## src/dms_pkg.sv

```systemverilog
// ----------------------------------------------------------------------------
// dms_pkg
// Shared types, constants and the twiddle tables of the magnitude spectrum.
// ----------------------------------------------------------------------------
package dms_pkg;

  localparam int POINTS       = 128;
  localparam int TWIDDLE_BITS = 16;

  localparam int SAMPLE_W = 16;
  localparam int MAG_W    = 15;
  localparam int SHIFT_W  = 4;
  localparam int IDX_W    = $clog2(POINTS);
  localparam int TW_W     = TWIDDLE_BITS + 2;
  localparam int PROD_W   = SAMPLE_W + TW_W;
  localparam int ACC_W    = PROD_W + IDX_W;
  localparam int A_W      = ACC_W - TWIDDLE_BITS + 2;
  localparam int SQ_W     = 2 * A_W;
  localparam int R_W      = A_W + 1;
  localparam int V_W      = 2 * R_W;
  localparam int STEP_W   = $clog2(R_W);

  localparam int CFG_IDX_W = 2;
  localparam int CFG_W     = 16;
  localparam logic [CFG_IDX_W-1:0] REG_TRIGGER_LEVEL = 2'd0;
  localparam logic [CFG_IDX_W-1:0] REG_SCALE_SHIFT   = 2'd1;

  localparam logic signed [SAMPLE_W-1:0] TRIGGER_RESET = 16'sd32000;
  localparam logic [SHIFT_W-1:0]         SHIFT_RESET   = 4'd4;
  localparam logic [MAG_W-1:0]           MAG_MAX       = 15'h7fff;

  localparam longint unsigned HALF_PI_Q30 = 64'd1686629713;
  localparam longint          ONE_Q30     = 64'sd1 << 30;

  typedef logic signed [TW_W-1:0] tw_arr_t [POINTS];

  typedef enum logic [2:0] {
    ST_IDLE,
    ST_MAC,
    ST_DRAIN,
    ST_SQUARE,
    ST_ROOT_INIT,
    ST_ROOT,
    ST_STORE
  } state_e;

  typedef struct packed {
    logic             accept;
    logic [IDX_W-1:0] pos;
    logic             last;
    logic             acc_clr;
    logic             mac_issue;
    logic [IDX_W-1:0] frame_raddr;
    logic [IDX_W-1:0] tw_idx;
    logic             square;
    logic             root_init;
    logic             root_step;
    logic             store;
    logic [IDX_W-1:0] bin;
    logic             set_valid;
  } cmd_t;

  typedef struct packed {
    logic pipe_busy;
    logic out_blocked;
  } sts_t;

  // series term divisors: (2k)(2k+1) for sine, (2k-1)(2k) for cosine
  function automatic longint unsigned taylor_div(longint unsigned t, int k, bit odd);
    longint unsigned res;
    res = t;
    if (odd) begin
      case (k)
        1:       res = t / 6;
        2:       res = t / 20;
        3:       res = t / 42;
        4:       res = t / 72;
        5:       res = t / 110;
        6:       res = t / 156;
        7:       res = t / 210;
        8:       res = t / 272;
        9:       res = t / 342;
        10:      res = t / 420;
        11:      res = t / 506;
        default: res = t / 600;
      endcase
    end else begin
      case (k)
        1:       res = t / 2;
        2:       res = t / 12;
        3:       res = t / 30;
        4:       res = t / 56;
        5:       res = t / 90;
        6:       res = t / 132;
        7:       res = t / 182;
        8:       res = t / 240;
        9:       res = t / 306;
        10:      res = t / 380;
        11:      res = t / 462;
        default: res = t / 552;
      endcase
    end
    return res;
  endfunction

  function automatic longint taylor_q30(longint unsigned a, bit odd);
    longint unsigned term;
    longint          sum;
    term = odd ? a : longint'(ONE_Q30);
    sum  = longint'(term);
    for (int k = 1; k <= 12; k++) begin
      term = (term * a) >> 30;
      term = (term * a) >> 30;
      term = taylor_div(term, k, odd);
      if (k % 2 == 1) sum = sum - longint'(term);
      else            sum = sum + longint'(term);
    end
    if (sum < 0) sum = 0;
    if (sum > ONE_Q30) sum = ONE_Q30;
    return sum;
  endfunction

  function automatic longint q30_to_tw(longint v);
    longint half;
    half = longint'(1) << (29 - TWIDDLE_BITS);
    return (v + half) >>> (30 - TWIDDLE_BITS);
  endfunction

  function automatic tw_arr_t build_tw(bit imag);
    tw_arr_t         tab;
    longint unsigned q;
    longint unsigned r;
    longint unsigned a;
    longint          c;
    longint          s;
    longint          cs;
    longint          sn;
    for (int m = 0; m < POINTS; m++) begin
      q  = longint'(4 * m) / POINTS;
      r  = longint'(4 * m) - q * POINTS;
      a  = (HALF_PI_Q30 * r) / POINTS;
      c  = q30_to_tw(taylor_q30(a, 1'b0));
      s  = q30_to_tw(taylor_q30(a, 1'b1));
      case (q % 4)
        0:       begin cs = c;  sn = s;  end
        1:       begin cs = -s; sn = c;  end
        2:       begin cs = -c; sn = -s; end
        default: begin cs = s;  sn = -c; end
      endcase
      tab[m] = imag ? TW_W'(-sn) : TW_W'(cs);
    end
    return tab;
  endfunction

  localparam tw_arr_t TW_RE = build_tw(1'b0);
  localparam tw_arr_t TW_IM = build_tw(1'b1);

endpackage

```

## src/dms_ctrl.sv

```systemverilog
// ----------------------------------------------------------------------------
// dms_ctrl
// Sequencer: sample intake, bin and point loops, magnitude and root steps.
// ----------------------------------------------------------------------------
module dms_ctrl (
  input  logic          clk_i,
  input  logic          rst_ni,
  input  logic          in_valid_i,
  output logic          in_stall_o,
  input  dms_pkg::sts_t sts_i,
  output dms_pkg::cmd_t cmd_o
);

  localparam logic [dms_pkg::IDX_W-1:0] LAST_IDX = dms_pkg::IDX_W'(dms_pkg::POINTS - 1);
  localparam logic [dms_pkg::STEP_W-1:0] LAST_STEP = dms_pkg::STEP_W'(dms_pkg::R_W - 1);

  dms_pkg::state_e state_q, state_d;
  logic [dms_pkg::IDX_W-1:0]  pos_q, pos_d;
  logic [dms_pkg::IDX_W-1:0]  n_q, n_d;
  logic [dms_pkg::IDX_W-1:0]  k_q, k_d;
  logic [dms_pkg::IDX_W-1:0]  idx_q, idx_d;
  logic [dms_pkg::STEP_W-1:0] step_q, step_d;
  logic [dms_pkg::IDX_W:0]    idx_sum;

  always_ff @(posedge clk_i or negedge rst_ni) begin
    if (!rst_ni) begin
      state_q <= dms_pkg::ST_IDLE;
      pos_q   <= '0;
      n_q     <= '0;
      k_q     <= '0;
      idx_q   <= '0;
      step_q  <= '0;
    end else begin
      state_q <= state_d;
      pos_q   <= pos_d;
      n_q     <= n_d;
      k_q     <= k_d;
      idx_q   <= idx_d;
      step_q  <= step_d;
    end
  end

  assign idx_sum = {1'b0, idx_q} + {1'b0, k_q};

  always_comb begin
    state_d = state_q;
    pos_d   = pos_q;
    n_d     = n_q;
    k_d     = k_q;
    idx_d   = idx_q;
    step_d  = step_q;
    cmd_o   = '0;
    cmd_o.pos         = pos_q;
    cmd_o.last        = (pos_q == LAST_IDX);
    cmd_o.frame_raddr = n_q;
    cmd_o.tw_idx      = idx_q;
    cmd_o.bin         = k_q;
    in_stall_o        = 1'b1;
    unique case (state_q)
      dms_pkg::ST_IDLE: begin
        in_stall_o   = sts_i.out_blocked;
        cmd_o.accept = in_valid_i && !sts_i.out_blocked;
        if (cmd_o.accept) begin
          if (pos_q == LAST_IDX) begin
            pos_d         = '0;
            k_d           = '0;
            n_d           = '0;
            idx_d         = '0;
            cmd_o.acc_clr = 1'b1;
            state_d       = dms_pkg::ST_MAC;
          end else begin
            pos_d = pos_q + 1'b1;
          end
        end
      end
      dms_pkg::ST_MAC: begin
        cmd_o.mac_issue = 1'b1;
        n_d = n_q + 1'b1;
        if (idx_sum >= (dms_pkg::IDX_W+1)'(dms_pkg::POINTS))
          idx_d = dms_pkg::IDX_W'(idx_sum - (dms_pkg::IDX_W+1)'(dms_pkg::POINTS));
        else
          idx_d = idx_sum[dms_pkg::IDX_W-1:0];
        if (n_q == LAST_IDX) begin
          n_d     = '0;
          state_d = dms_pkg::ST_DRAIN;
        end
      end
      dms_pkg::ST_DRAIN: begin
        if (!sts_i.pipe_busy) state_d = dms_pkg::ST_SQUARE;
      end
      dms_pkg::ST_SQUARE: begin
        cmd_o.square = 1'b1;
        state_d      = dms_pkg::ST_ROOT_INIT;
      end
      dms_pkg::ST_ROOT_INIT: begin
        cmd_o.root_init = 1'b1;
        step_d          = '0;
        state_d         = dms_pkg::ST_ROOT;
      end
      dms_pkg::ST_ROOT: begin
        cmd_o.root_step = 1'b1;
        step_d          = step_q + 1'b1;
        if (step_q == LAST_STEP) state_d = dms_pkg::ST_STORE;
      end
      dms_pkg::ST_STORE: begin
        cmd_o.store = 1'b1;
        if (k_q == LAST_IDX) begin
          cmd_o.set_valid = 1'b1;
          state_d         = dms_pkg::ST_IDLE;
        end else begin
          k_d           = k_q + 1'b1;
          n_d           = '0;
          idx_d         = '0;
          cmd_o.acc_clr = 1'b1;
          state_d       = dms_pkg::ST_MAC;
        end
      end
      default: state_d = dms_pkg::ST_IDLE;
    endcase
  end

endmodule

```

## config.mk

```make
export PLATFORM = sky130hd
export DESIGN_NAME = dms_ctrl
export DESIGN_NICKNAME = d
export VERILOG_FILES = /design/src/dms_pkg.sv /design/src/dms_ctrl.sv
export SDC_FILE = /design/constraint.sdc
export NUM_CORES = 1
export LEC_CHECK = 0
export BUFFER_PORTS_ARGS = -buffer_cell sky130_fd_sc_hd__buf_2
export CORE_MARGIN = 2
export CORE_UTILIZATION = 45
export DETAILED_ROUTE_END_ITERATION = 10
export PLACE_DENSITY = 0.67
export SKIP_CTS_REPAIR_TIMING = 1
export SLEW_MARGIN = 10
export SYNTH_ARGS = -nofsm -noshare
export SYNTH_HDL_FRONTEND = slang
export SYNTH_SLANG_ARGS = --single-unit
```

## constraint.sdc

```tcl
create_clock -name clk_i -period 2.58 [get_ports clk_i]
set_input_delay 0 -clock clk_i [delete_from_list [all_inputs] [get_ports clk_i]]
set_output_delay 0 -clock clk_i [all_outputs]
set_load 0.1 [all_outputs]
```

======== Word level (Yosys, flattened, before mapping) ========
Cells that the tools add are included.
storage, ports and cells
  bits of input ports ..................... 5
  output and inout bits ................... 38
  logic and storage cells ................. 70
  bits in registers ....................... 36
cells by class
  reductions and logical operators ........ 10
  add/subtract/negate cells ............... 6
  equality and inequality tests ........... 16
  order comparisons ....................... 1
  mux-type cells .......................... 31
operators by type and width
  operator             number
  $mux 7               7
  $pmux 7 s3           2
  $add 7x1->7 const B  3
  $eq 7x7->1 const B   3
  $pmux 3 s7           1
  $mux 3               5
  $pmux 7 s2           1
  $mux 1               13
  $ne 2x2->1 const B   6
  $pmux 5 s2           1
  $eq 3x3->1 const B   3
  $add 7x7->8          1
  $ge 8x8->1 const B   1
  $reduce_and 4->1     2
  $sub 7x1->7 const B  1
  $eq 3x2->1 const B   2
  $add 5x1->5 const B  1
  $eq 5x5->1 const B   1
  $reduce_and 5->1     1
  $reduce_bool 2->1    2
  $eq 3x1->1 const B   1
  $logic_not 3->1      1
  $reduce_bool 3->1    1
  $pmux 1 s2           1
  3 further kinds      3

======== Longest topological paths before layout ========
  depth after elaboration ................. 4
  gate-level depth with buffers ........... 8
  gate-level depth less buffers ........... 8

======== Least setup slack after synthesis ========
No wires, ideal clock.
  path type ............................... register -> register
  start point ............................. reg pos_q[0] (netlist name)
  end point ............................... reg k_q[1] (netlist name)
  data arrival time ....................... 3.030 ns
  data required time ...................... 2.427 ns
  setup time .............................. 0.153 ns
  period minus slack after synthesis ...... 3.184 ns
  path slack .............................. -0.604 ns
  cell stages (with the launch flop) ...... 8
  path buffers ............................ 0
  path through ............................ dfrtp_1 ha_1 and4_1 nand3_1 inv_2 a21oi_1 inv_1 o21ai_1
RTL lines
  what                      line            RTL
  start: declaration        dms_ctrl.sv:18  logic [dms_pkg::IDX_W-1:0] pos_q, pos_d;
  start signal: assignment  dms_ctrl.sv:35  pos_q <= pos_d;
  end signal: assignment    dms_ctrl.sv:37  k_q <= k_d;
  end: declaration          dms_ctrl.sv:20  logic [dms_pkg::IDX_W-1:0] k_q, k_d;

==> flow_summary.yaml <==
routing:
  routed_wl_mm: 4.49
  num_vias: 1751
  vias_per_cell: 5.44
  drc: 0
  dr.pass1.iters: 4
  drtIter0Drc: 96
  drtAntennaViolNets: 0
  wire_per_inst_um: 13.9
global_route:
  track_usage_pct: 18.6
  met1_usage_pct: 24.2
  grt_pass1_wl_mm: 7.65
  antenna_found_initial: 0
  grt_util_met2_pct: 28.9
  grt_pass1_vias: 1676
  grt-ovfl-total: 0
  grt_max_degree: 37
  top_usage_layer: "met2"
  grt_util_met3_pct: 5.52
setup_path:
  worstPathArrival_ns: 2.24
  start_kind: "flip-flop"
  critPathMaxStageDelay_ns: 0.52
  worstPathRequired_ns: 2.58
  crit_chain: "nor2_4 > and3_1 > a21oi_2 > clkinvlp_4 > buf_2"
  slowest_stage: "dfrtp_1"
  crit_path_end_kind: "output pin"
  worstSetupPathType: "reg -> out"
  crit_fanout: 13
die:
  die_w_um: 73.0
  die_y_um: 73.0
  initial_core_util_pct: 46.0
  row_count: 25
  dieArea_sq_um: 5330
  io_pins: 43
  core_area_sq_um: 4660
clock_tree:
  numCtsBuffers: 5
  clock-sinks: 36
  htree_levels: 2
  worst_skew_pair.late_latency_ns: 0.29
  cts_buffer_depth: 2
  cts_tree: "built"
  clock-root-buffer: "clkbuf_8"
  clk_pin_slew_ns: 0.07
timing:
  max_clock_freq_mhz: 447
  worst_pin_slew_ns: 0.833
  fin_setup_tns_ns: 0
  slew_violations: 0
  hold_viol_final: 0
  min_period_ns: 2.24
  period_share_pct: 86.6
  skew_ns: 0.00852
  setup_viol: 0
  rsz0062_at_grt: "false"
  relSlewSlack_pct: 44.4
cells_and_area:
  area_growth_pct: 15.7
  diodes: 0
  drive_gt1_share_pct: 30.2
  final_area_sq_um: 2480
  fin_cells: 322
  finish.net_count: 283
synthesis:
  synth.top_cell.area_share_pct: 42.1
  synth-xor-area-share_pct: 2.45
  async_flop_share_pct: 100
  syn_inst: 222
  ys_top_cells_by_count: "36 x dfrtp_1, 30 x nand2_1, 27 x o21ai_0"
  syn_nets: 238
  synth_edf_count: 0
  ys_ff_latch: 36
  synthMuxAreaShare_pct: 1.52
  yosysMostFrequentCell: "dfrtp_1"
  synth_adder_area_share_pct: 6.78
  synth-simple-area-share_pct: 23.3
  ys_seq_area_share_pct: 42.1
  synth_area_sq_um: 2140
  synth_top_area_cell: "dfrtp_1"
  synth-main-ff-cell: "dfrtp_1"
  synth_top_family_by_area: "simple AND/OR/NAND/NOR gates"
  synth-compound-area-share_pct: 19.6
  syn_avg_cell_area_sq_um: 9.65
  ys_top_cells_by_area: "dfrtp_1 42%, o21ai_0 6.3%, ha_1 5.8%, nand2_1 5.3%, buf_6 2.1%"
  synth.distinct_cells: 55
  yosysWarnings: 0
placement:
  place_inst: 313
  portBuffers: 42
  place.detailed.hpwl_mm: 3.22
  place_congestion: 0.770
  placed_cell_area_sq_um: 2390
run:
  cap_violations: 0
run_status:
  status: "completed"
worst_hold_path:
  hp-class: "in -> reg"
-- sequential cells by signal (all words and copies together) (netlist names) --
signal   flops
pos_q        7
k_q          7
step_q       5
idx_q        7
n_q          7
state_q      3
-- per-layer routing --
layer	vias to the layer above	share of wire (%)	routed length (um)
met4	0	1.8	82
met2	39	44	1960
met5	-	0	0
met1	816	49	2200
li1	889	-	-
met3	7	5.5	247
-- cell usage in the layout, fill, tap and decap left out, types with 4 or more instances in the layout --
cell type and count:
nand3_1 7, buf_2 42, nand4_1 6, dfrtp_2 6, inv_1 8, nand2b_1 4
dfrtp_1 30, nor2_2 4, ha_1 10, a21oi_1 7, o21ai_0 27, and3_1 4
nand2_1 30, clkbuf_8 5, nor2_1 10, xnor2_1 5, nor2b_1 6
-- metrics by stage --
step / hold WS (ns) / util [%] / setup slack, ns
after floorplan: -0.296 / - / -0.0654
after global placement: 0.150 / 51.2 / 0.486
after detailed placement: 0.147 / 51.2 / 0.454
after CTS: -0.181 / 52.9 / 0.325
after global routing: 0.0312 / 53.2 / 0.206
final: 0.0215 / 53.2 / 0.345
-- area by class of cell --
| class | instances | area [sq um] |
|---|---|---|
| inverter | 11 | 45.0 |
| timing repair buffer | 43 | 220 |
| multi-input combinational | 170 | 1150 |
| clock buffer | 7 | 76.3 |
| clock inverter | 1 | 5.00 |
| tap | 54 | 67.6 |
| fill | 432 | 2180 |
| sequential | 36 | 908 |
-- critical path: cells and delay by family (launching register included) --
family | cells | cell delay [ns]
buffers and inverters | 2 | 0.53
AOI/OAI and AO/OA | 1 | 0.20
DFF | 1 | 0.52
and+or+nand+nor | 2 | 0.69
-- logic make-up after synthesis --
logic type                 after synthesis
and+or+nand+nor                         90
AOI/OAI and AO/OA                       60
DFF                                     36
buffers and inverters                   16
adders and majority gates               11
xor gates and xnor gates                 6
muxes                                    3
-- worst paths after layout --
| path | start | endpoint | slack (ns) | depth (start not counted) |
|---|---|---|---|---|
| max | state_q[2] | cmd_o[27] | 0.34 | 5 |
| min | sts_i[1] | state_q[0] | 0.02 | 4 |
| max reg2reg | k_q[0] | idx_q[6] | 0.43 | 8 |
| min reg2reg | pos_q[0] | pos_q[0] | 0.51 | 1 |
| max in group asynchronous | rst_ni | pos_q[2] | 1.66 | 2 |
| min in group asynchronous | rst_ni | k_q[4] | 0.34 | 2 |
Power is not shown: default switching activity piles up to over one toggle a cycle in this logic, so the estimate is an artifact.
